[config.mk]
export PLATFORM = sky130hd
export DESIGN_NAME = m4te_front
export DESIGN_NICKNAME = d
export VERILOG_FILES = /design/src/rtl/assert_macros.svh /design/src/rtl/m4te_pkg.sv /design/src/rtl/m4te_front.sv
export SDC_FILE = /design/constraint.sdc
export NUM_CORES = 1
export LEC_CHECK = 0
export BUFFER_PORTS_ARGS = -buffer_cell sky130_fd_sc_hd__buf_2
export CORE_AREA = 2 2 197 141
export DETAILED_ROUTE_END_ITERATION = 8
export DIE_AREA = 0 0 199 143
export PLACE_DENSITY = 0.79
export SYNTH_ARGS = -nofsm -noshare
export SYNTH_HDL_FRONTEND = slang
export SYNTH_SLANG_ARGS = --single-unit
export TNS_END_PERCENT = 30
[constraint.sdc]
create_clock -name i_clk -period 9.49 [get_ports i_clk]
set_input_delay 1.4235 -clock i_clk [delete_from_list [all_inputs] [get_ports i_clk]]
set_output_delay 1.4235 -clock i_clk [all_outputs]
set_load 0.02 [all_outputs]
[src/rtl/assert_macros.svh]
// ----------------------------------------------------------------------------
// assert_macros.svh
// Assertion shorthands for the transform engine, clocked on i_clk and
// disabled while i_rst_n is low.
// ----------------------------------------------------------------------------
`ifndef ASSERT_MACROS_SVH
`define ASSERT_MACROS_SVH

// antecedent true implies consequent in the same cycle
`define ASSERT_SAME(label, ante, cons) \
    label: assert property (@(posedge i_clk) disable iff (!i_rst_n) (ante) |-> (cons)) \
        else $error("assertion failed");

// antecedent true implies consequent in the next cycle
`define ASSERT_NEXT(label, ante, cons) \
    label: assert property (@(posedge i_clk) disable iff (!i_rst_n) (ante) |=> (cons)) \
        else $error("assertion failed");

`endif

[src/rtl/m4te_pkg.sv]
// ----------------------------------------------------------------------------
// m4te_pkg
// Shared constants, request codes and word types of the 4x4 transform engine.
// ----------------------------------------------------------------------------
`default_nettype none

package m4te_pkg;

    localparam int FRAC_BITS_DEF = 16;
    localparam int DIM           = 4;
    localparam int DW            = 32;

    localparam logic [1:0] REQ_WR_CUR  = 2'd0;
    localparam logic [1:0] REQ_WR_OPD  = 2'd1;
    localparam logic [1:0] REQ_COMPOSE = 2'd2;
    localparam logic [1:0] REQ_APPLY   = 2'd3;

    typedef logic signed [DW-1:0] t_word;

    typedef struct packed {
        logic [1:0] req_type;
        logic [1:0] row_index;
        logic [1:0] col_index;
        t_word      elem_value;
        t_word      in_x;
        t_word      in_y;
        t_word      in_z;
        t_word      in_w;
    } t_req;

    typedef struct packed {
        t_word out_x;
        t_word out_y;
        t_word out_z;
        t_word out_w;
        logic  saturated;
    } t_res;

endpackage

`default_nettype wire

[src/rtl/m4te_front.sv]
// ----------------------------------------------------------------------------
// m4te_front
// Request front end: two-word queue that accepts request words and hands
// them in order to the execution unit.
// ----------------------------------------------------------------------------
`default_nettype none

module m4te_front (
    input  logic            i_clk,
    input  logic            i_rst_n,
    input  logic            push,
    output logic            full,
    input  m4te_pkg::t_req  i_req,
    output logic            o_req_valid,
    output m4te_pkg::t_req  o_req,
    input  logic            i_req_take
);
    import m4te_pkg::*;

    t_req       r_mem [2];
    logic       r_wr;
    logic       r_rd;
    logic [1:0] r_cnt;
    logic       w_push;
    logic       w_take;

    assign full        = (r_cnt == 2'd2);
    assign o_req_valid = (r_cnt != 2'd0);
    assign o_req       = r_mem[r_rd];
    assign w_push      = push && !full;
    assign w_take      = i_req_take && o_req_valid;

    always_ff @(posedge i_clk) begin
        if (!i_rst_n) begin
            r_wr  <= 1'b0;
            r_rd  <= 1'b0;
            r_cnt <= 2'd0;
        end else begin
            if (w_push) begin
                r_wr <= ~r_wr;
            end
            if (w_take) begin
                r_rd <= ~r_rd;
            end
            r_cnt <= r_cnt + {1'b0, w_push} - {1'b0, w_take};
        end
    end

    always_ff @(posedge i_clk) begin
        if (w_push) begin
            r_mem[r_wr] <= i_req;
        end
    end

endmodule

`default_nettype wire

==> impl_metrics.tcl, run 1 <==
set metrics [dict create \
    min_path_type "reg -> reg" \
    syn_to_final_growth_pct 23.76 \
    drtIter0Drc 275 \
    io_buffers 337 \
    grt_max_degree 79 \
    crit-reg2reg-launch "r_cnt[0]" \
    postSynthAreaPerCell_um2 22.61 \
    dp_cells 1231 \
    worst_pin_slew_ps 1062 \
    nets 1072 \
    dp_hpwl_um 15270 \
    core.rowCount 50 \
    yosys.cell_types.count 18 \
    gr-usage-all-layers_pct 15.64 \
    synth_edf_count 332 \
    clk_latency_ps 560 \
    layout-drive-gt1-share_pct 59.93 \
    yosys.area.top_type "edfxtp_1" \
    gp_congestion 0.7062 \
    fmax_mhz 244.9 \
    design_area_mm2 0.01517 \
    io_pins 338 \
    drcViolationCount 0 \
    numCtsBuffers 31 \
    reg2reg_slack_ps 7020 \
    async_flop_share_pct 0 \
    via_count 6206 \
    crit_path_end_kind "primary output" \
    drt.antenna.violating_nets 0 \
    start_util_pct 46.31 \
    ys_ff_latch 337 \
    dr.pass1.iters 4 \
    finalSetupViolCount 0 \
    overflow 0 \
    grt_pass1_vias 6330 \
    r2r_end "r_mem[0][121]" \
    place_area_mm2 0.01428 \
    use_met3_pct 6.141 \
    synth-simple-area-share_pct 0.4390 \
    synth_mux_area_share_pct 15.33 \
    synth-main-ff-cell "edfxtp_1" \
    crit_arrival_ps 2660 \
    yosysMostFrequentCell "edfxtp_1" \
    grt_pass1_wl_um 34020 \
    busiest_layer "met2" \
    yosysSeqAreaShare_pct 82.16 \
    cp-endpoint "o_req[9]" \
    p_leak_nw 5.626 \
    ys_top_cells_by_area "edfxtp_1 81%, mux2_2 15%, buf_6 1.3%, dfxtp_1 0.82%, ha_1 0.20%" \
    yosys.area_share.adder_pct 0.2042 \
    fillers 2028 \
    area.sequential_mm2 0.01007 \
    viasPerCell 4.822 \
    netlist_area_mm2 0.01226 \
    synth_compound_area_share_pct 0.06126 \
    ys_top_cells_by_count "332 x edfxtp_1, 166 x mux2_2, 14 x buf_6" \
    gr-usage-met1_pct 19.51 \
    ctsHoldBuffers 0 \
    die_area_mm2 0.02846 \
    path_max_fanout 66 \
    synth_xor_area_share_pct 0.2144 \
    crit_path_start_kind "register" \
    rr_worst_depth 4 \
    max-vdd-ir-drop_v 0.0001616 \
    yosysWarnings 0 \
    coreArea_mm2 0.02646 \
    crit_required_ps 8070 \
    maxCapViolations 0 \
    wl_per_cell_um 18.07 \
    fp.dieH_um 143 \
    finalHoldViolations 0 \
    cts_tree "built" \
    period_share_pct 43.03 \
    relSlewSlack_pct 29.18 \
    rsz0062_at_grt "false" \
    worstSetupPathType "reg -> out" \
    report.final.slew_viol_count 0 \
    die_w_um 199 \
    postLayoutCoreUtil_pct 57.31 \
    synth_top_family_by_area "multiplexers" \
    yosysTopAreaCellShare_pct 81.35 \
    cts_sinks 337 \
    root_buffer "clkbuf_16" \
    postSynthCellCount 542 \
    fin_cells 1287 \
    clock_skew_ps 5.019 \
    hold_start "r_rd" \
    status "finished, final reports clean" \
    cts_resized 0 \
    clk_pin_slew_ps 60 \
    p_per_area_mw_per_mm2 268.9 \
    post-route-min-period_ps 4083 \
    syn_nets 714 \
    finalSetupTns_ps 0 \
    grt_antenna_before_repair 2 \
    clock_path_buffers 3 \
    multiInputGateArea_mm2 0.002004 \
    totalWireLength_um 23260 \
    htreeDepth 1 \
    grt_use_met2_pct 25.19 \
    postCtsSetupRepairBufs 0 \
]
-- power breakdown --
part | internal (mW) | total [mW] | switching (mW)
clock network | 0.594 | 1.09 | 0.496
registers | 1.87 | 1.94 | 0.0626
logic | 0.409 | 1.05 | 0.645
-- layout make-up --
cell class / count / share of cell area [%]
Antenna cell: 2 / 0.03300
Clock buffer: 36 / 5.238
Clock inverter: 18 / 0.6022
Inverter: 3 / 0.07425
Multi-Input combinational cell: 184 / 13.22
Sequential cell: 337 / 66.42
Tap cell: 364 / 3.003
Timing Repair Buffer: 343 / 11.42
-- logic make-up (layout without fill, tap and decap cells) --
family                     after synthesis  count (layout)
xor gates and xnor gates                 3               3
DFF                                    337             337
adders and majority gates                2               2
buffers and inverters                   21             400
muxes                                  167             167
other                                    0               2
and+or+nand+nor                         11              11
AOI/OAI and AO/OA                        1               1
-- state kept, by name (all words and copies together) (netlist names), named ones only --
name	flops
r_wr	1
r_rd	1
r_cnt	2
r_mem	332
-- placed cells by master, fill, tap and decap left out, drive strengths merged --
cell type	n
buf	343
edfxtp	332
mux2	166
clkbuf	36
clkinv	15
dfxtp	5
inv	5
nor2	4
diode	2
nand2b	2
nand2	2
xnor2	2
ha	2
o21a	1
or2	1
and3	1
and2	1
mux2i	1
xor2	1
clkinvlp	1
-- critical path, cell delays in order (launching register included) --
cell and delay [ps]:
dfxtp_4 680, buf_4 750, mux2_2 450, buf_2 170
-- how the worst min path moves through the flow --
stage	end	cells after the start	slack, ps
global placement	register	2	490
global route	r_wr	2	560
finish	r_rd	2	510
CTS	r_rd	2	520
floorplan	r_wr	2	450
detailed placement	r_rd	2	510
-- per-layer routing --
| layer | part of all wire [%] | up-vias |
|---|---|---|
| li1 | - | 2879 |
| met1 | 40 | 3037 |
| met2 | 48 | 245 |
| met3 | 9.9 | 45 |
| met4 | 2.9 | 0 |
| met5 | 0 | - |
-- through the flow --
stage	power [mW]	hold slack, ps	worst slack, ps
2_1_floorplan	2.750	454.9	391.4
3_3_place_gp	3.017	494.0	5920
3_5_place_dp	3.031	508.4	5925
4_1_cts	4.135	524.7	5316
5_1_grt	4.258	558.3	5213
6_report	4.078	514.5	5407
Note: power is estimated with default switching activity, not from simulation.
==> run 2, diff against run 1 <==
Clock period 9.49 ns to 3.3 ns, I/O delays scaled along.
==> run 2 against run 1 <==
Against the previous run:
- flip-flop and latch count is the same
- non-clock buffer count grew 8
- clock skew grew 6.1 ps
- critical path type unchanged
- final area grew 1.7%
- clock power grew to 3.1 times the previous value
- combinational power grew to 3.0 times the previous value
- power grew to 3.0 times the previous value
- global-route usage grew 0.53 points
- die area is the same
==> impl_metrics.tcl, run 2 (synthesis results as in run 1) <==
set metrics [dict create \
    status "finished, final reports clean" \
    drt.antenna.violating_nets 0 \
    core.rowCount 50 \
    dp_worst_setup_slack_ps 1087 \
    die_area_mm2 0.02846 \
    cts_tree "built" \
    cts_sinks 337 \
    rsz0062_at_grt "false" \
    viasPerCell 4.870 \
    post-route-min-period_ps 2763 \
    gp_congestion 0.7212 \
    whs_ps 125.8 \
    grt_pass1_vias 6421 \
    reg2reg_slack_ps 1430 \
    largest_register_ffs 332 \
    period_share_pct 83.71 \
    gr-usage-all-layers_pct 16.16 \
    max-vdd-ir-drop_v 0.0005518 \
    dr.pass1.iters 5 \
    totalWireLength_um 24210 \
    final_cell_mix "337 x buf_2, 332 x edfxtp_1, 166 x mux2_2" \
    worst_pin_slew_ps 691.0 \
    io_pins 338 \
    p_leak_nw 5.746 \
    cts_resized 0 \
    fillers 2007 \
    via_count 6311 \
    pwr-share-clk_pct 27.8 \
    fin_ws_ps 537.5 \
    wl_per_cell_um 18.68 \
    clk_pin_slew_ps 60 \
    hold_start "i_req[149]" \
    p_per_area_mw_per_mm2 784.8 \
    grt_max_degree 86 \
    crit_arrival_ps 2270 \
    postLayoutCoreUtil_pct 58.31 \
    crit-reg2reg-launch "r_cnt[0]" \
    numCtsBuffers 31 \
    finalSetupViolCount 0 \
    io_buffers 337 \
    min_path_type "in -> reg" \
    dp_hpwl_um 16240 \
    largest_register "r_mem" \
    maxCapViolations 0 \
    intPower_mw 8.575 \
    drtIter0Drc 299 \
    worstSetupPathType "reg -> out" \
    nets 1080 \
    path_max_fanout 40 \
    report.final.slew_viol_count 0 \
    syn_to_final_growth_pct 25.90 \
    die_w_um 199 \
    reg.largest.list "r_mem x332, r_cnt x2" \
    power_frac_comb_pct 26.1 \
    layout-drive-gt1-share_pct 60.90 \
    multiInputGateArea_mm2 0.002028 \
    area.sequential_mm2 0.01007 \
    layout_commonest_cell "buf_2" \
    drcViolationCount 0 \
    grt_pass1_wl_um 35130 \
    p_switching_mw 3.535 \
    switching_share_pct 29.19 \
    grt_antenna_before_repair 3 \
    ctsHoldBuffers 0 \
    clock_skew_ps 11.11 \
    postCtsSetupRepairBufs 0 \
    fmax_mhz 362.0 \
    crit_required_ps 2800 \
    start_util_pct 46.31 \
    clock_path_buffers 3 \
    relSlewSlack_pct 53.93 \
    power_mw 12.11 \
    crit_path_start_kind "register" \
    coreArea_mm2 0.02646 \
    crit_path_end_kind "primary output" \
    htreeDepth 1 \
    fp.dieH_um 143 \
    finalHoldViolations 0 \
    overflow 0 \
    root_buffer "clkbuf_16" \
    clk_latency_ps 550 \
    seqPwrFrac_pct 46.1 \
]
-- run 2: final timing paths --
| path | endpoint | cells past startpoint |
|---|---|---|
| worst max-delay path | o_req[89] | 3 |
| worst min-delay path | r_mem[1][149] | 1 |
| worst max register to register | r_mem[1][158] | 3 |
| worst min register to register | r_rd | 2 |
-- run 2: cell type report --
class                   instances  share of cell area (%)
clock buffers                  42                   5.684
inverters                       3                 0.07298
multi-input cells             184                   13.14
repair buffers                351                   12.26
flip-flops and latches        337                   65.29
clock inverters                14                  0.5757
well taps                     364                   2.952
diodes                          1                 0.01622
-- run 2: power by group through the flow --
stage / clock (mW) / sequential, mW / combinational [mW]
3_5_place_dp: 0 / 5.67 / 3.18
5_1_grt: 3.60 / 5.63 / 3.35
4_1_cts: 3.46 / 5.59 / 3.20
2_1_floorplan: 0 / 5.59 / 2.24
3_3_place_gp: 0 / 5.65 / 3.15
6_report: 3.37 / 5.58 / 3.16
-- run 2: routing by layer --
layer  GRT usage [%]  share of wire [%]
met5               0              0.099
met4           5.106                3.0
met3           5.716                9.1
met2           25.71                 47
met1           20.92                 41
-- run 2: critical path: stages (launching register included) --
cell,delay [ps]
dfxtp_4,790
buf_4,350
mux2_2,380
buf_2,160
-- run 2: stage by stage --
step                      cells  setup TNS (ps)  area, um2
final                      1296               0      15430
after global routing       1295               0      15430
after CTS                  1295               0      15430
after detailed placement   1239               0      14460
after global placement     1239               0      14460
after floorplan             542          -18670      12290
