`src/rtl/assert_macros.svh`:
```
// ----------------------------------------------------------------------------
// assert_macros.svh
// Assertion shorthands for the transform engine, clocked on i_clk and
// disabled while i_rst_n is low.
// ----------------------------------------------------------------------------
`ifndef ASSERT_MACROS_SVH
`define ASSERT_MACROS_SVH

// antecedent true implies consequent in the same cycle
`define ASSERT_SAME(label, ante, cons) \
    label: assert property (@(posedge i_clk) disable iff (!i_rst_n) (ante) |-> (cons)) \
        else $error("assertion failed");

// antecedent true implies consequent in the next cycle
`define ASSERT_NEXT(label, ante, cons) \
    label: assert property (@(posedge i_clk) disable iff (!i_rst_n) (ante) |=> (cons)) \
        else $error("assertion failed");

`endif

```
`src/rtl/m4te_pkg.sv`:
```
// ----------------------------------------------------------------------------
// m4te_pkg
// Shared constants, request codes and word types of the 4x4 transform engine.
// ----------------------------------------------------------------------------
`default_nettype none

package m4te_pkg;

    localparam int FRAC_BITS_DEF = 16;
    localparam int DIM           = 4;
    localparam int DW            = 32;

    localparam logic [1:0] REQ_WR_CUR  = 2'd0;
    localparam logic [1:0] REQ_WR_OPD  = 2'd1;
    localparam logic [1:0] REQ_COMPOSE = 2'd2;
    localparam logic [1:0] REQ_APPLY   = 2'd3;

    typedef logic signed [DW-1:0] t_word;

    typedef struct packed {
        logic [1:0] req_type;
        logic [1:0] row_index;
        logic [1:0] col_index;
        t_word      elem_value;
        t_word      in_x;
        t_word      in_y;
        t_word      in_z;
        t_word      in_w;
    } t_req;

    typedef struct packed {
        t_word out_x;
        t_word out_y;
        t_word out_z;
        t_word out_w;
        logic  saturated;
    } t_res;

endpackage

`default_nettype wire

```
`src/rtl/m4te_outq.sv`:
```
// ----------------------------------------------------------------------------
// m4te_outq
// Result queue: two-word buffer between the execution unit and the reader.
// ----------------------------------------------------------------------------
`default_nettype none

module m4te_outq (
    input  logic            i_clk,
    input  logic            i_rst_n,
    input  logic            i_push,
    input  m4te_pkg::t_res  i_res,
    output logic            o_full,
    output logic            empty,
    input  logic            pop,
    output m4te_pkg::t_res  o_res
);
    import m4te_pkg::*;

    t_res       r_mem [2];
    logic       r_wr;
    logic       r_rd;
    logic [1:0] r_cnt;
    logic       w_push;
    logic       w_pop;

    assign o_full = (r_cnt == 2'd2);
    assign empty  = (r_cnt == 2'd0);
    assign o_res  = r_mem[r_rd];
    assign w_push = i_push && !o_full;
    assign w_pop  = pop && !empty;

    always_ff @(posedge i_clk) begin
        if (!i_rst_n) begin
            r_wr  <= 1'b0;
            r_rd  <= 1'b0;
            r_cnt <= 2'd0;
        end else begin
            if (w_push) begin
                r_wr <= ~r_wr;
            end
            if (w_pop) begin
                r_rd <= ~r_rd;
            end
            r_cnt <= r_cnt + {1'b0, w_push} - {1'b0, w_pop};
        end
    end

    always_ff @(posedge i_clk) begin
        if (w_push) begin
            r_mem[r_wr] <= i_res;
        end
    end

endmodule

`default_nettype wire

```
`config.mk`:
```
export PLATFORM = sky130hd
export DESIGN_NAME = m4te_outq
export DESIGN_NICKNAME = d
export VERILOG_FILES = /design/src/rtl/assert_macros.svh /design/src/rtl/m4te_pkg.sv /design/src/rtl/m4te_outq.sv
export SDC_FILE = /design/constraint.sdc
export NUM_CORES = 1
export LEC_CHECK = 0
export BUFFER_PORTS_ARGS = -buffer_cell sky130_fd_sc_hd__buf_2
export CAP_MARGIN = 10
export CORE_ASPECT_RATIO = 1.5
export CORE_MARGIN = 2
export CORE_UTILIZATION = 40
export CTS_BUF_LIST = sky130_fd_sc_hd__clkbuf_16
export CTS_CLUSTER_SIZE = 25
export DETAILED_ROUTE_END_ITERATION = 12
export GPL_TIMING_DRIVEN = 0
export MAX_ROUTING_LAYER = met4
export PLACE_DENSITY = 0.62
export REMOVE_ABC_BUFFERS = 1
export SYNTH_ARGS = -nofsm -noshare
export SYNTH_HDL_FRONTEND = slang
export SYNTH_SLANG_ARGS = --single-unit
export TNS_END_PERCENT = 30
```
`constraint.sdc`:
```
create_clock -name i_clk -period 9.2 [get_ports i_clk]
set_input_delay 0.46 -clock i_clk [delete_from_list [all_inputs] [get_ports i_clk]]
set_output_delay 0.46 -clock i_clk [all_outputs]
set_load 0.02 [all_outputs]
```
==> results of run 1 <==
-- flip-flops by register name, summed over array words and instances, names as in the netlist, named ones only --
register	cells
r_rd	1
r_wr	1
r_mem	258
r_cnt	2
-- power by group through the flow --
stage / Clock, mW / Sequential [mW] / Combinational (mW)
2_1_floorplan: 0 / 1.69 / 0.658
3_3_place_gp: 0 / 1.74 / 0.999
3_5_place_dp: 0 / 1.64 / 1.06
4_1_cts: 1.04 / 1.62 / 1.06
5_1_grt: 1.08 / 1.63 / 1.11
6_report: 1.01 / 1.61 / 1.04
-- cells by family after synthesis --
family | share of synthesized area [%]
DFF | 81.9
buffers and inverters | 1.70
xor gates and xnor gates | 0.183
AOI/OAI and AO/OA | 0.0783
adders and majority gates | 0.261
and+or+nand+nor | 0.653
muxes | 15.3
-- Yosys cell counts --
cell / n
and2_1: 2
and3_1: 1
buf_2: 1
buf_6: 13
dfxtp_1: 5
edfxtp_1: 258
ha_1: 2
inv_1: 3
mux2_2: 129
mux2i_1: 1
nand2_1: 2
nand2b_1: 2
nor2_1: 5
nor3_1: 1
o21a_1: 1
xnor2_1: 1
xor2_1: 1
-- through the flow --
step,power (mW),std cells
final,3.67,1050
after global routing,3.82,1050
after CTS,3.72,1046
after detailed placement,2.70,1003
after global placement,2.74,996
after floorplan,2.35,414
-- worst max-delay path by stage --
stage | startpoint | end | slack [ns] | cells after the start
6_report | register | o_res[58] | 6.58 | 3
5_1_grt | register | o_res[41] | 6.44 | 3
4_1_cts | register | o_res[47] | 6.51 | 3
3_5_place_dp | i_push | r_mem[0][35] | 6.92 | 5
3_3_place_gp | i_push | r_mem[0][35] | -0.27 | 3
2_1_floorplan | r_cnt[0] | r_mem[0][0] | 2.63 | 3
-- area by class of cell --
class | count | area [sq um] | area share, %
Antenna cell | 4 | 10.0 | 0.0824
Clock buffer | 25 | 626 | 5.15
Clock inverter | 18 | 184 | 1.51
Inverter | 3 | 11.3 | 0.0927
Multi-Input combinational cell | 148 | 1590 | 13.1
Sequential cell | 263 | 7850 | 64.6
Tap cell | 319 | 399 | 3.29
Timing Repair Buffer | 270 | 1480 | 12.2
-- worst max-delay path, cell delays in order (launching register included) --
cell	delay [ns]
dfxtp_4	0.72
buf_16	0.33
mux2_2	0.38
buf_2	0.17
-- per-layer routing --
metal	share of wire, %	vias to the layer above
met3	6.1	46
li1	-	2263
met2	57	168
met4	3.5	0
met5	0	-
met1	33	2426
==> impl_results.md, run 1 <==
- Library cells used by synthesis: 17
- Root Driver: clkbuf_16
- Worst-path maximum fanout: 54
- Worst-Skew Late Latency: 0.51 ns
- R2R Path Start: r_cnt[0]
- Area Growth Syn to Fin: 26.7%
- Via count: 4903
- Max Buffers Root-to-Sink: 3
- Min Tclk post-route: 2.62 ns
- Clk slew on worst S/H paths: 0.06 ns
- Worst setup path class: register to output port
- Required @ worst endpoint: 8.74 ns
- Met1 global-route usage: 14.4%
- Most frequent cells in the layout: buf_2, edfxtp_1, mux2_2
- Cells on Worst Hold Path: 1
- Internal Power: 2.57 mW
- Initial antenna violation count: 4
- Fillers: 2002
- Via/cell ratio: 4.67
- Post-CTS Setup Inserts: 0
- M3 GR Usage: 3.32%
- Worst reg2reg endpoint: r_mem[0][43]
- Combinational power share: 28.4%
- # DRC: 0
- Max-slew violation count: 0
- Clock skew: 0.00827 ns
- Net Sw Power: 1.10 mW
- Die height: 194 um
- Syn Inst Count: 428
- Iteration-0 DRC Markers: 186
- # rows: 69
- Detailed Place HPWL: 13300 um
- I/O pin total: 264
- Worst-Margin Slew: 0.965 ns
- PD cells: 302 mW/mm^2
- Top post-synthesis cells by area: edfxtp_1, mux2_2, buf_6
- Yosys reg bits: 263
- DP Area: 0.0113 sq mm
- CTS Buf Count: 25
- Largest net degree at the start of global routing: 67
- Min-delay src: i_res[5]
- Maxcap violations: 0
- Final ANT Viol Nets: 0
- Routed wire length: 19100 um
- RSZ-0062 raised after global routing: no
- Hold slack final: 0.127 ns
- Period utilisation layout: 28.5%
- Post-cts resize count: 0
- Port Buf Inserts: 263
- Hold crit path type: primary input to register
- Leading cell type in the layout, fill and taps excluded: buf_2
- Slew HR: 35.6%
- First-pass GRT wire length: 28600 um
- CP Capture Type: output port
- FF-to-FF setup slack: 6.97 ns
- Design area: 0.0121 sq mm
- Total global-route track usage: 15.1%
- CTS tree: done
- Mapped Area: 0.00959 sq mm
- Proportion of layout cells with a drive suffix above 1: 59.8%
- Sink Count: 263
- Setup Viol. Count Final: 0
- Synth Area per Inst: 22.4 sq um
- Vias in the first global route: 5518
- Htree depth: 1
- Yosys top cell by area: edfxtp_1
- VDD IR max: 0.000194 V
- Endpoint, Worst Hold: r_mem[0][5]
- Seq pwr share: 44.0%
- Final #Nets: 846
- CP Launch Type: register
- Hold buffer count at CTS: 0
- Placer Congestion: 0.767
- Dpl ws: 6.92 ns
- Most used routing layer: met2
- Die ar.: 0.0252 sq mm
- Initial Util: 40.5%
- Finished Core Util: 51.4%
- Clk pwr share: 27.6%
- Synth top area share: 80.8%
- Die Width: 130 um
- Congestion Overflow GR: 0
- Net Sw Frac: 30.0%
- Final Hold Violating Endpoints: 0
- Core area: 0.0237 sq mm
- PnR worst setup slack: 6.58 ns
- Yosys warning count: 0
- GR Util met2: 28.6%
- Routed WL per cell: 18.2 um
- Fmax: 382 MHz
- Pleak: 4.52 nW
- DR pass1 iterations: 4
- Total negative slack: 0 ns
- Worst reg2reg path depth: 5
- Outcome: completed
- Sequential share of the synthesized area: 81.9%
- Worst endpoint data arrival time: 2.16 ns
(Power assumes the default switching activity.)
==> run 2, diff against run 1 <==
--- a/config.mk
+++ b/config.mk
@@ -5,6 +5,7 @@
 export SDC_FILE = /design/constraint.sdc
 export NUM_CORES = 1
 export LEC_CHECK = 0
+export ABC_AREA = 1
 export BUFFER_PORTS_ARGS = -buffer_cell sky130_fd_sc_hd__buf_2
 export CAP_MARGIN = 10
 export CORE_ASPECT_RATIO = 1.5
@@ -15,7 +16,7 @@
 export DETAILED_ROUTE_END_ITERATION = 12
 export GPL_TIMING_DRIVEN = 0
 export MAX_ROUTING_LAYER = met4
-export PLACE_DENSITY = 0.62
+export PLACE_DENSITY = 0.64
 export REMOVE_ABC_BUFFERS = 1
 export SYNTH_ARGS = -nofsm -noshare
 export SYNTH_HDL_FRONTEND = slang
==> constraint.sdc (replaced) <==
create_clock -name i_clk -period 2.27 [get_ports i_clk]
set_input_delay 0.1135 -clock i_clk [delete_from_list [all_inputs] [get_ports i_clk]]
set_output_delay 0.1135 -clock i_clk [all_outputs]
set_load 0.02 [all_outputs]
==> run 2 against run 1 <==
Against the previous run: via count increased by 13%; routed wire length increased by 13%; critical path type is now register to register; sequential share of layout area decreased by 6.2 points; hold slack improved by 0.20 ns; synthesized area increased by 0.14%; sequential power increased to 4.0 times the previous value; setup slack got worse by 6.4 ns; clock-buffer cell count unchanged; power increased to 3.8 times the previous value.
==> impl_results.md, run 2 <==
- Congestion Overflow GR: 0
- Min-delay src: i_res[54]
- Post-Layout Cell Count: 1189
- Initial antenna violation count: 0
- Die height: 194 um
- # DRC: 0
- Placer Congestion: 0.793
- Outcome: completed
- Asr flop ratio synth: 0%
- I/O pin total: 264
- Syn Inst Count: 439
- Synth Area in Compound Gates: 0.104%
- Most frequent cells in the layout: buf_2, edfxtp_1, dlygate4sd3_1
- Fmax: 474 MHz
- Initial Util: 40.6%
- Root Driver: clkbuf_16
- Top post-synthesis cells by area: edfxtp_1, mux2_2, buf_6
- Core area: 0.0237 sq mm
- Die Width: 130 um
- Clk slew on worst S/H paths: 0.06 ns
- Area Growth Syn to Fin: 40.0%
- PnR worst setup slack: 0.162 ns
- Design area: 0.0134 sq mm
- RSZ-0062 raised after global routing: no
- Mapped Area: 0.00960 sq mm
- Placed cells: 1015
- Yosys top cell by area: edfxtp_1
- Worst setup path class: register to register
- Synth Area per Inst: 21.9 sq um
- Post-cts resize count: 0
- CP Capture Type: register
- # rows: 69
- PD cells: 1040 mW/mm^2
- Final ANT Viol Nets: 0
- Final Hold Violating Endpoints: 0
- Library cells used by synthesis: 11
- Final #Nets: 992
- Detailed Place HPWL: 13500 um
- Via/cell ratio: 4.66
- Maxcap violations: 0
- Max FFs per register: 258
- Iteration-0 DRC Markers: 308
- Most common cell in the netlist: edfxtp_1
- DR pass1 iterations: 4
- Max-slew violation count: 0
- Synth top area share: 80.7%
- Worst-Skew Late Latency: 0.51 ns
- Worst-path maximum fanout: 23
- Dpl ws: -0.000230 ns
- Synth Area in Simple Gates: 0.821%
- Worst-Margin Slew: 0.594 ns
- Clock skew: 0.0185 ns
- Ys flop type: edfxtp_1
- Die ar.: 0.0253 sq mm
- Max Buffers Root-to-Sink: 3
- Proportion of layout cells with a drive suffix above 1: 49.9%
- Largest family of logic cells by synthesized area: multiplexers
- Worst Setup SP: r_cnt[0]
- Most flops, register: r_mem
- Routed wire length: 21700 um
- Slew HR: 60.3%
- Port Buf Inserts: 263
- CP Launch Type: register
- Hold slack final: 0.329 ns
- DP Area: 0.0114 sq mm
- Diode count: 0
- Yosys warning count: 0
- Sink Count: 263
- Min Tclk post-route: 2.11 ns
- Leading cell type in the layout, fill and taps excluded: buf_2
- Hold crit path type: primary input to register
- Largest net degree at the start of global routing: 85
- Top Registers: r_mem: 258 flops, r_cnt: 2 flops
- Synth Area in Adders: 0.261%
- Total global-route track usage: 17.0%
- Htree depth: 1
- Vias in the first global route: 6200
- Multiplexer area fraction after synthesis: 15.1%
- Via count: 5542
- VDD IR max: 0.000785 V
- Required @ worst endpoint: 2.48 ns
- XOR/XNOR Fraction of Synth Area: 0%
- EDFF count, synth: 258
- Routed WL per cell: 18.2 um
- CTS tree: done
- Sequential share of the synthesized area: 81.8%
- Synth top cells by count: edfxtp_1, mux2_2, buf_6
- Setup Viol. Count Final: 0
- Worst endpoint data arrival time: 2.32 ns
- First-pass GRT wire length: 32400 um
- Period utilisation layout: 92.9%
- CTS Buf Count: 25
- Pleak: 5.09 nW
- Yosys reg bits: 263
- R2R Path Start: r_cnt[0]
run 2: report_power, final:
part / internal [mW] / switching (mW)
logic: 1.66 / 2.34
registers: 6.16 / 0.219
clock network: 1.98 / 1.66
run 2: worst max-delay path, stage by stage (launching register included):
cell	delay, ns
dfxtp_1	0.37
inv_1	0.08
nand2_1	0.13
nand2_1	0.18
nor2_4	0.40
buf_12	0.25
buf_16	0.19
buf_16	0.18
run 2: logic make-up after synthesis:
logic type | after synthesis
adders and majority gates | 2
DFF | 263
AOI/OAI and AO/OA | 2
buffers and inverters | 23
and+or+nand+nor | 20
muxes | 129
run 2: path summary, 6_finish.rpt:
| kind | endpoint | cells past startpoint | slack [ns] |
|---|---|---|---|
| max | r_mem[0][76] | 7 | 0.16 |
| min | r_mem[1][54] | 2 | 0.33 |
| max reg2reg | r_mem[0][76] | 7 | 0.16 |
| min reg2reg | r_rd | 2 | 0.55 |
run 2: routing by layer:
layer	track usage, %	routed length [um]
met3	2.81	1030
met4	6.38	724
met1	17.4	7630
met2	31.6	12300
met5	-	0
run 2: layout make-up:
type / count / area (sq um)
Fill cell: 1832 / 10200
Sequential cell: 263 / 7850
Timing Repair Buffer: 404 / 2870
Multi-Input combinational cell: 154 / 1580
Clock buffer: 25 / 626
Tap cell: 319 / 399
Clock inverter: 15 / 72.6
Inverter: 9 / 38.8
run 2: through the flow:
step / power [mW] / util (%) / setup TNS, ns
after global placement: 9.39 / 47.2 / -1660.19
after floorplan: 8.89 / - / -919.56
after detailed placement: 10.3 / 48.1 / -0.000679
after CTS: 14.1 / 56.7 / 0
after global routing: 14.6 / 56.8 / 0
final: 14.0 / 56.8 / 0
run 2: timing repair:
action | 4_1_cts | 5_1_grt
hold buffers | 132 | 0
buffers inserted | 0 | 1
pin swaps | 1 | 1
cloned | 1 | 0
endpoints found under the hold margin | 263 | 0
endpoints found under the setup margin | 20 | 118
